### config.mk
export PLATFORM = sky130hd
export DESIGN_NAME = npcm_front_flat
export DESIGN_NICKNAME = d
export VERILOG_FILES = /design/src/hdl/npcm_pkg.sv /design/src/hdl/npcm_in_if.sv /design/src/hdl/npcm_front.sv /design/src/flat_wrapper.sv
export SDC_FILE = /design/constraint.sdc
export NUM_CORES = 1
export LEC_CHECK = 0
export ABC_AREA = 1
export BUFFER_PORTS_ARGS = -buffer_cell sky130_fd_sc_hd__buf_2
export CAP_MARGIN = 10
export CORE_AREA = 10 10 107 85
export CTS_CLUSTER_SIZE = 10
export DETAILED_ROUTE_END_ITERATION = 10
export DIE_AREA = 0 0 117 95
export PLACE_DENSITY_LB_ADDON = 0.08
export SYNTH_ARGS = -nofsm -noshare
export SYNTH_HDL_FRONTEND = slang
export SYNTH_SLANG_ARGS = --single-unit
### constraint.sdc
create_clock -name clk -period 3.5 [get_ports clk]
set_input_delay 0.7 -clock clk [delete_from_list [all_inputs] [get_ports clk]]
set_output_delay 0.7 -clock clk [all_outputs]
set_load 0.02 [all_outputs]
### src/hdl/npcm_pkg.sv
package npcm_pkg;

  // Table geometry
  localparam int MAX_TILES = 256;
  localparam int IDX_W     = $clog2(MAX_TILES);
  localparam int COLOR_W   = 8;
  localparam int ENTRY_W   = 3 * COLOR_W;
  localparam int SQ_W      = 2 * COLOR_W;
  localparam int DIST_W    = 18;
  localparam int COUNT_W   = 9;

  // Command queue between front and back
  localparam int QDEPTH  = 2;
  localparam int QPTR_W  = $clog2(QDEPTH);
  localparam int QCNT_W  = $clog2(QDEPTH + 1);

  // Input function codes
  localparam logic FUNC_LOAD  = 1'b0;
  localparam logic FUNC_MATCH = 1'b1;

  // Configuration register indexes
  localparam logic REG_TILE_COUNT = 1'b0;

  // One classified command
  typedef struct packed {
    logic               is_match;
    logic [IDX_W-1:0]   idx;
    logic [COLOR_W-1:0] red;
    logic [COLOR_W-1:0] green;
    logic [COLOR_W-1:0] blue;
    logic [IDX_W-1:0]   last;
  } cmd_t;

  // Square of the absolute difference of two color components
  function automatic logic [SQ_W-1:0] sq_diff(input logic [COLOR_W-1:0] a,
                                               input logic [COLOR_W-1:0] b);
    logic [COLOR_W-1:0] d;
    d = (a > b) ? (a - b) : (b - a);
    return {{COLOR_W{1'b0}}, d} * {{COLOR_W{1'b0}}, d};
  endfunction

endpackage

### src/hdl/npcm_in_if.sv
interface npcm_in_if;
  logic                          valid;
  logic                          ready;
  logic                          func;
  logic [npcm_pkg::IDX_W-1:0]    entry_index;
  logic [npcm_pkg::COLOR_W-1:0]  red;
  logic [npcm_pkg::COLOR_W-1:0]  green;
  logic [npcm_pkg::COLOR_W-1:0]  blue;

  modport source (output valid, func, entry_index, red, green, blue, input ready);
  modport sink   (input valid, func, entry_index, red, green, blue, output ready);
endinterface

### src/hdl/npcm_front.sv
module npcm_front (
  input  logic                              clk,
  input  logic                              rst_n,
  input  logic [npcm_pkg::COUNT_W-1:0]      tile_count,
  npcm_in_if.sink                           in_ch,
  output logic                              q_valid,
  output npcm_pkg::cmd_t                    q_cmd,
  input  logic                              q_pop
);

  npcm_pkg::cmd_t                   q_mem_r [npcm_pkg::QDEPTH];
  logic [npcm_pkg::QPTR_W-1:0]      wr_ptr_r;
  logic [npcm_pkg::QPTR_W-1:0]      rd_ptr_r;
  logic [npcm_pkg::QCNT_W-1:0]      count_r;
  logic [npcm_pkg::QCNT_W-1:0]      count_nxt;
  npcm_pkg::cmd_t                   cmd;
  logic [npcm_pkg::IDX_W-1:0]       last_idx;
  logic                             in_range;
  logic                             accept;
  logic                             push;

  // Clamp the search count to 1 .. MAX_TILES and keep the last index
  always_comb begin
    if (tile_count == '0) begin
      last_idx = '0;
    end else if (tile_count >= npcm_pkg::COUNT_W'(npcm_pkg::MAX_TILES)) begin
      last_idx = npcm_pkg::IDX_W'(npcm_pkg::MAX_TILES - 1);
    end else begin
      last_idx = npcm_pkg::IDX_W'(tile_count - npcm_pkg::COUNT_W'(1));
    end
  end

  // Classify the incoming transfer
  assign in_range = ({1'b0, in_ch.entry_index} < (npcm_pkg::IDX_W + 1)'(npcm_pkg::MAX_TILES));
  assign cmd.is_match = (in_ch.func == npcm_pkg::FUNC_MATCH);
  assign cmd.idx      = in_ch.entry_index;
  assign cmd.red      = in_ch.red;
  assign cmd.green    = in_ch.green;
  assign cmd.blue     = in_ch.blue;
  assign cmd.last     = last_idx;

  assign in_ch.ready = (count_r != npcm_pkg::QCNT_W'(npcm_pkg::QDEPTH));
  assign accept      = in_ch.valid && in_ch.ready;
  // Drop loads that fall outside the table
  assign push        = accept && (cmd.is_match || in_range);

  assign q_valid = (count_r != '0);
  assign q_cmd   = q_mem_r[rd_ptr_r];

  always_comb begin
    count_nxt = count_r;
    if (push && !q_pop) begin
      count_nxt = count_r + npcm_pkg::QCNT_W'(1);
    end else if (!push && q_pop) begin
      count_nxt = count_r - npcm_pkg::QCNT_W'(1);
    end
  end

  // Advance queue pointers
  always_ff @(posedge clk) begin
    if (!rst_n) begin
      wr_ptr_r <= '0;
      rd_ptr_r <= '0;
      count_r  <= '0;
    end else begin
      count_r <= count_nxt;
      if (push) begin
        wr_ptr_r <= wr_ptr_r + npcm_pkg::QPTR_W'(1);
      end
      if (q_pop) begin
        rd_ptr_r <= rd_ptr_r + npcm_pkg::QPTR_W'(1);
      end
    end
  end

  // Hold queued commands
  always_ff @(posedge clk) begin
    if (push) begin
      q_mem_r[wr_ptr_r] <= cmd;
    end
  end

endmodule

### src/flat_wrapper.sv
// flat-port wrapper written by rule: the top's interface ports become plain ports
module npcm_front_flat 
  (clk, rst_n, tile_count, q_valid, q_cmd, q_pop, in_ch_valid, in_ch_func, in_ch_entry_index, in_ch_red, in_ch_green, in_ch_blue, in_ch_ready);
  npcm_in_if in_ch_i ();
  input  logic clk;
  input  logic rst_n;
  input  logic [npcm_pkg::COUNT_W-1:0] tile_count;
  output logic q_valid;
  output npcm_pkg::cmd_t q_cmd;
  input  logic q_pop;
  input wire logic [$bits(in_ch_i.valid)-1:0] in_ch_valid;
  input wire logic [$bits(in_ch_i.func)-1:0] in_ch_func;
  input wire logic [$bits(in_ch_i.entry_index)-1:0] in_ch_entry_index;
  input wire logic [$bits(in_ch_i.red)-1:0] in_ch_red;
  input wire logic [$bits(in_ch_i.green)-1:0] in_ch_green;
  input wire logic [$bits(in_ch_i.blue)-1:0] in_ch_blue;
  output wire logic [$bits(in_ch_i.ready)-1:0] in_ch_ready;
  assign in_ch_i.valid = in_ch_valid;
  assign in_ch_i.func = in_ch_func;
  assign in_ch_i.entry_index = in_ch_entry_index;
  assign in_ch_i.red = in_ch_red;
  assign in_ch_i.green = in_ch_green;
  assign in_ch_i.blue = in_ch_blue;
  assign in_ch_ready = in_ch_i.ready;
  npcm_front u_core (.clk(clk), .rst_n(rst_n), .tile_count(tile_count), .in_ch(in_ch_i), .q_valid(q_valid), .q_cmd(q_cmd), .q_pop(q_pop));
endmodule
==> metrics.cfg, run 1 <==
[grt]
grt_overflow=0
grt_pass1_wl_mm=9.76
track_usage=0.116
antenna_found_initial=0
grt_max_degree=30
grt_pass1_vias=1984

[critical_path]
crit_fanout=26
worst-r2r-setup-slack_ns=1.72
worstPathRequired_ns=2.80
start_kind=flop
crit_arrival_ns=1.87
worst_setup_path_end_kind=output port
ff2ff_path_depth=5
rr_endpoint=u_core.q_mem_r[1][17]
reg2reg_from=u_core.count_r[0]
critPathKind=flop to output port

[synth]
postSynthAreaPerCell_um2=17.7
synth-seq-cells=87
ys_seq_area_frac=0.706
synth_top_area_share=0.678
yosysUniqueCellTypes=22
yosysWarnings=0
synth.net_count=253
synth_cells=205
synth_top_cell_by_area=edfxtp_1
syn_area_um2=3630
yosys-top-cells-area=edfxtp_1, mux2_4, dfxtp_1, buf_12, nand2_1

[job]
maxCapViolCount=0

[die]
dieArea_um2=11100
die_y_um=95
initial_core_util=0.512
die_w_um=117
rows=27
core_um2=7090
ioPinCount=89

[finish]
final_cell_mix=buf_2, edfxtp_1, mux2_4, nand2_1, inv_1
ff_latch_area_um2=2560
syn_to_final_growth_pct=20.1
antenna_cells=0
final_common_cell=buf_2
fillCellCount=560
drive_gt1_frac=0.515
multi_input_area_um2=935
stdcell_count=394
finalNetCount=350

[detailed_routing]
post_drt_wl_per_cell_um=16.0
post-route-drc-count=0
dr_total_vias=1883
drt_iter0_markers=42
routed_wl_mm=6.29
vias_per_cell=4.78
final_antenna_net_count=0
drtPass1Iterations=4

[timing]
finalCritPeriodShare=0.735
fin_skew_ns=0.00766
worst_pin_slew_ns=0.564
rsz0062_at_grt=no
whs_ns=0.518
finalSetupViolations=0
relSlewSlack=0.624
period_needed_ns=2.57
fin_setup_tns_ns=0
finalHoldViolCount=0
final_max_slew_viol_count=0
fmax_ghz=0.389
fin_ws_ns=0.928

[min_path]
hp-start=u_core.rd_ptr_r
whs_endpoint=u_core.rd_ptr_r
holdPathStages=2
hp-class=flop to flop

[placement]
hpwlAfterDp_mm=4.62
io_buffers=88
dp_slack_ns=1.28
globalplace.congestion=0.736
placed_cells=378

[clock_network]
cts_resized=0
post_cts_buffers=0
clock-sinks=87
tritoncts=built
clk_pin_slew_ns=0.08
postCtsHoldBufs=0
clock_latency_ns=0.35
cts_made_buffers=9
ctsHtreeMaxLevel=3
cts.path.max_buffers=2
root_buffer=clkbuf_8

[pwr]
power_leakage_nw=1.75
peakVddDrop_v=0.000374
power_per_cell_area_nw_per_um2=547

[status]
status=completed

==> state kept, by name (all words and copies together) (netlist names), named ones only <==
name	cells
u_core.count_r	2
u_core.q_mem_r	82
u_core.rd_ptr_r	1
u_core.wr_ptr_r	1
==> metrics by stage <==
step                area [µm²]  utilization  power, W
floorplan                 3630            -   0.00155
global placement          4140        0.583   0.00167
detailed placement        4140        0.583   0.00167
CTS                       4360        0.614   0.00242
global route              4360        0.614   0.00250
finish                    4360        0.614   0.00239
==> how the worst max path moves through the flow <==
| stage | slack, ns | endpoint | start |
|---|---|---|---|
| floorplan | 0.52 | u_core.q_mem_r[1][0] | in_ch_valid |
| global placement | 1.30 | q_cmd[34] | flop |
| detailed placement | 1.28 | q_cmd[34] | flop |
| CTS | 0.87 | q_cmd[34] | flop |
| global route | 0.80 | q_cmd[34] | flop |
| finish | 0.93 | q_cmd[34] | flop |
==> routing by layer <==
metal	part of all wire	up-vias	global-route usage	routed length, µm
met3	0.077	10	0.0539	485
met5	0	-	0	0
met2	0.47	56	0.182	2950
li1	-	946	-	-
met4	0.012	0	0.0462	77
met1	0.44	871	0.136	2770
==> worst max-delay path, stage by stage (launching register included) <==
cell and delay [ns]:
dfxtp_2 0.70, buf_12 0.30, mux2_2 0.35, buf_2 0.16
==> kinds of logic after synthesis <==
group,Yosys count,share of synthesized area
buf+inv,20,0.0407
fa+ha+maj,2,0.00689
simple gates,43,0.0603
xor+xnor,1,0.00241
flops,87,0.706
compound gates,11,0.0152
mux,41,0.169
==> final cells by class <==
cell class | count | share of cell area
Sequential cell | 87 | 0.588
Multi-Input combinational cell | 98 | 0.214
Timing Repair Buffer | 91 | 0.109
Clock buffer | 9 | 0.0284
Tap cell | 87 | 0.0250
Clock inverter | 7 | 0.0221
Inverter | 15 | 0.0129
==> report_power, final <==
part	internal, W	total (W)	switching [W]
clock network	0.000402	0.000745	0.000342
registers	0.00124	0.00126	0.0000278
logic	0.000161	0.000378	0.000216
==> synthesized netlist by cell type <==
| cell | instances |
|---|---|
| edfxtp_1 | 82 |
| mux2_4 | 40 |
| nand2_1 | 16 |
| inv_1 | 14 |
| nor2_1 | 12 |
| nand3_1 | 7 |
| a21oi_1 | 6 |
| dfxtp_1 | 5 |
| buf_12 | 4 |
| o21ai_0 | 4 |
| ha_1 | 2 |
| nor2_2 | 2 |
| nor2_4 | 2 |
| buf_6 | 1 |
| clkinv_1 | 1 |
| mux2_2 | 1 |
| nand3_2 | 1 |
| nand3_4 | 1 |
| nand4_1 | 1 |
| nor3_2 | 1 |
| o21ai_1 | 1 |
| xnor2_1 | 1 |
Note: power is estimated with default switching activity, not from simulation.
==> run 2, diff against run 1 <==
--- a/config.mk
+++ b/config.mk
@@ -8,10 +8,10 @@
 export ABC_AREA = 1
 export BUFFER_PORTS_ARGS = -buffer_cell sky130_fd_sc_hd__buf_2
 export CAP_MARGIN = 10
-export CORE_AREA = 10 10 107 85
+export CORE_AREA = 10 10 112 89
 export CTS_CLUSTER_SIZE = 10
 export DETAILED_ROUTE_END_ITERATION = 10
-export DIE_AREA = 0 0 117 95
+export DIE_AREA = 0 0 122 99
 export PLACE_DENSITY_LB_ADDON = 0.08
 export SYNTH_ARGS = -nofsm -noshare
 export SYNTH_HDL_FRONTEND = slang
==> constraint.sdc (replaced) <==
create_clock -name clk -period 2.31 [get_ports clk]
set_input_delay 0.462 -clock clk [delete_from_list [all_inputs] [get_ports clk]]
set_output_delay 0.462 -clock clk [all_outputs]
set_load 0.02 [all_outputs]
==> metrics.cfg, run 2 (synthesized netlist as in run 1, its figures left out) <==
[status]
status=completed

[clock_network]
cts_made_buffers=9  ; unchanged
tritoncts=built
post_cts_buffers=0  ; unchanged
postCtsHoldBufs=0  ; unchanged
root_buffer=clkbuf_8
cts_resized=0  ; unchanged
clock-sinks=87  ; unchanged
clk_pin_slew_ns=0.08  ; about the same
ctsHtreeMaxLevel=3  ; unchanged
cts.path.max_buffers=2  ; unchanged
clock_latency_ns=0.34  ; about the same

[detailed_routing]
dr_total_vias=1939  ; +3.0%
final_antenna_net_count=0  ; unchanged
post-route-drc-count=0  ; unchanged
vias_per_cell=4.68  ; -2.0%
routed_wl_mm=6.55  ; +4.1%
post_drt_wl_per_cell_um=15.8  ; -0.89%
drtPass1Iterations=4  ; unchanged
drt_iter0_markers=122  ; +190%

[grt]
track_usage=0.110  ; -0.00636
grt_pass1_wl_mm=10.3  ; +5.2%
grt_overflow=0  ; unchanged
antenna_found_initial=0  ; unchanged
grt_pass1_vias=2029  ; +2.3%
grt_max_degree=42  ; +40%

[pwr]
internal-power_w=0.00284  ; +58%
pwr-share-comb=0.160  ; +0.002
seq_power_share=0.517  ; -0.013
power_leakage_nw=1.78  ; +1.8%
clock_power_share=0.323  ; +0.011
p_switching_w=0.000854  ; +46%
power_per_cell_area_nw_per_um2=835  ; +53%
p_sw_frac=0.231  ; -0.0147
peakVddDrop_v=0.000337  ; -10%

[finish]
drive_gt1_frac=0.511  ; -0.00333
syn_to_final_growth_pct=21.9
largest_registers=u_core.q_mem_r x82, u_core.count_r x2
largest_reg_flops=82  ; unchanged
final_cell_mix=buf_2, edfxtp_1, mux2_4, nand2_1, inv_1
finalNetCount=353  ; +0.86%
regMostFlops=u_core.q_mem_r
antenna_cells=0  ; unchanged
final_common_cell=buf_2
fin_util=0.571  ; -0.0432
fillCellCount=659  ; +18%

[critical_path]
critPathKind=flop to output port
crit_fanout=19  ; -27%
crit_arrival_ns=1.56  ; -0.31 ns
worst_setup_path_end_kind=output port
worstPathRequired_ns=1.85  ; -0.95 ns
start_kind=flop

[timing]
period_needed_ns=2.03
finalCritPeriodShare=0.877
worst_pin_slew_ns=0.285  ; -0.279 ns
rsz0062_at_grt=no
fmax_ghz=0.494
finalSetupViolations=0  ; unchanged
finalHoldViolCount=0  ; unchanged
fin_skew_ns=0.00956  ; +0.00191 ns
relSlewSlack=0.809  ; +0.185
fin_setup_tns_ns=0  ; unchanged
final_max_slew_viol_count=0  ; unchanged

[die]
die_w_um=122  ; +4.3%
die_y_um=99  ; +4.2%
rows=28  ; +3.7%
ioPinCount=89  ; unchanged
dieArea_um2=12100  ; +8.7%
initial_core_util=0.469  ; -0.0428
core_um2=7740  ; +9.1%

[placement]
io_buffers=88  ; unchanged
hpwlAfterDp_mm=4.73  ; +2.4%
globalplace.congestion=0.761  ; +3.3%

[job]
maxCapViolCount=0  ; unchanged

[min_path]
hp-class=input port to flop

-- run 2: final timing paths --
kind,startpoint,endpoint,slack [ns],depth (start not counted)
setup / recovery,flop,q_cmd[34],0.28,3
hold / removal,in_ch_red[6],u_core.q_mem_r[1][30],0.30,1
setup reg to reg,u_core.count_r[0],u_core.count_r[1],0.73,9
hold reg to reg,u_core.rd_ptr_r,u_core.rd_ptr_r,0.50,2
-- run 2: power by group through the flow --
stage	combinational (W)	sequential, W	clock [W]
floorplan	0.000419	0.00193	0
global placement	0.000604	0.00194	0
detailed placement	0.000607	0.00195	0
CTS	0.000609	0.00191	0.00123
global route	0.000644	0.00192	0.00131
finish	0.000593	0.00191	0.00119
-- run 2: critical path, stage by stage (launching register included) --
cell     delay [ns]
dfxtp_2        0.48
buf_12         0.23
mux2_2         0.35
buf_2          0.16
-- run 2: final cells by class --
cell class,instances,area (µm²),area share
Sequential cell,87,2560,0.580
Multi-Input combinational cell,98,935,0.211
Timing Repair Buffer,94,510,0.115
Clock buffer,11,131,0.0297
Tap cell,105,131,0.0297
Clock inverter,4,95.1,0.0215
Inverter,15,56.3,0.0127
-- run 2: metrics by stage --
stage / total power [W] / worst slack (ns) / hold slack, ns / cells / cell area, µm²
after floorplan: 0.00235 / 0.114 / 0.463 / 205 / 3630
after global placement: 0.00255 / 0.637 / 0.474 / 399 / 4200
after detailed placement: 0.00255 / 0.575 / 0.491 / 399 / 4200
after CTS: 0.00374 / 0.239 / 0.286 / 414 / 4420
after global routing: 0.00387 / 0.193 / 0.274 / 414 / 4420
final: 0.00369 / 0.284 / 0.305 / 414 / 4420
-- run 2: routing by layer --
layer,vias up,global-route usage,part of all wire
li1,950,-,-
met1,926,0.125,0.42
met2,58,0.181,0.50
met3,5,0.0530,0.075
met4,0,0.0274,0.0067
met5,-,0,0
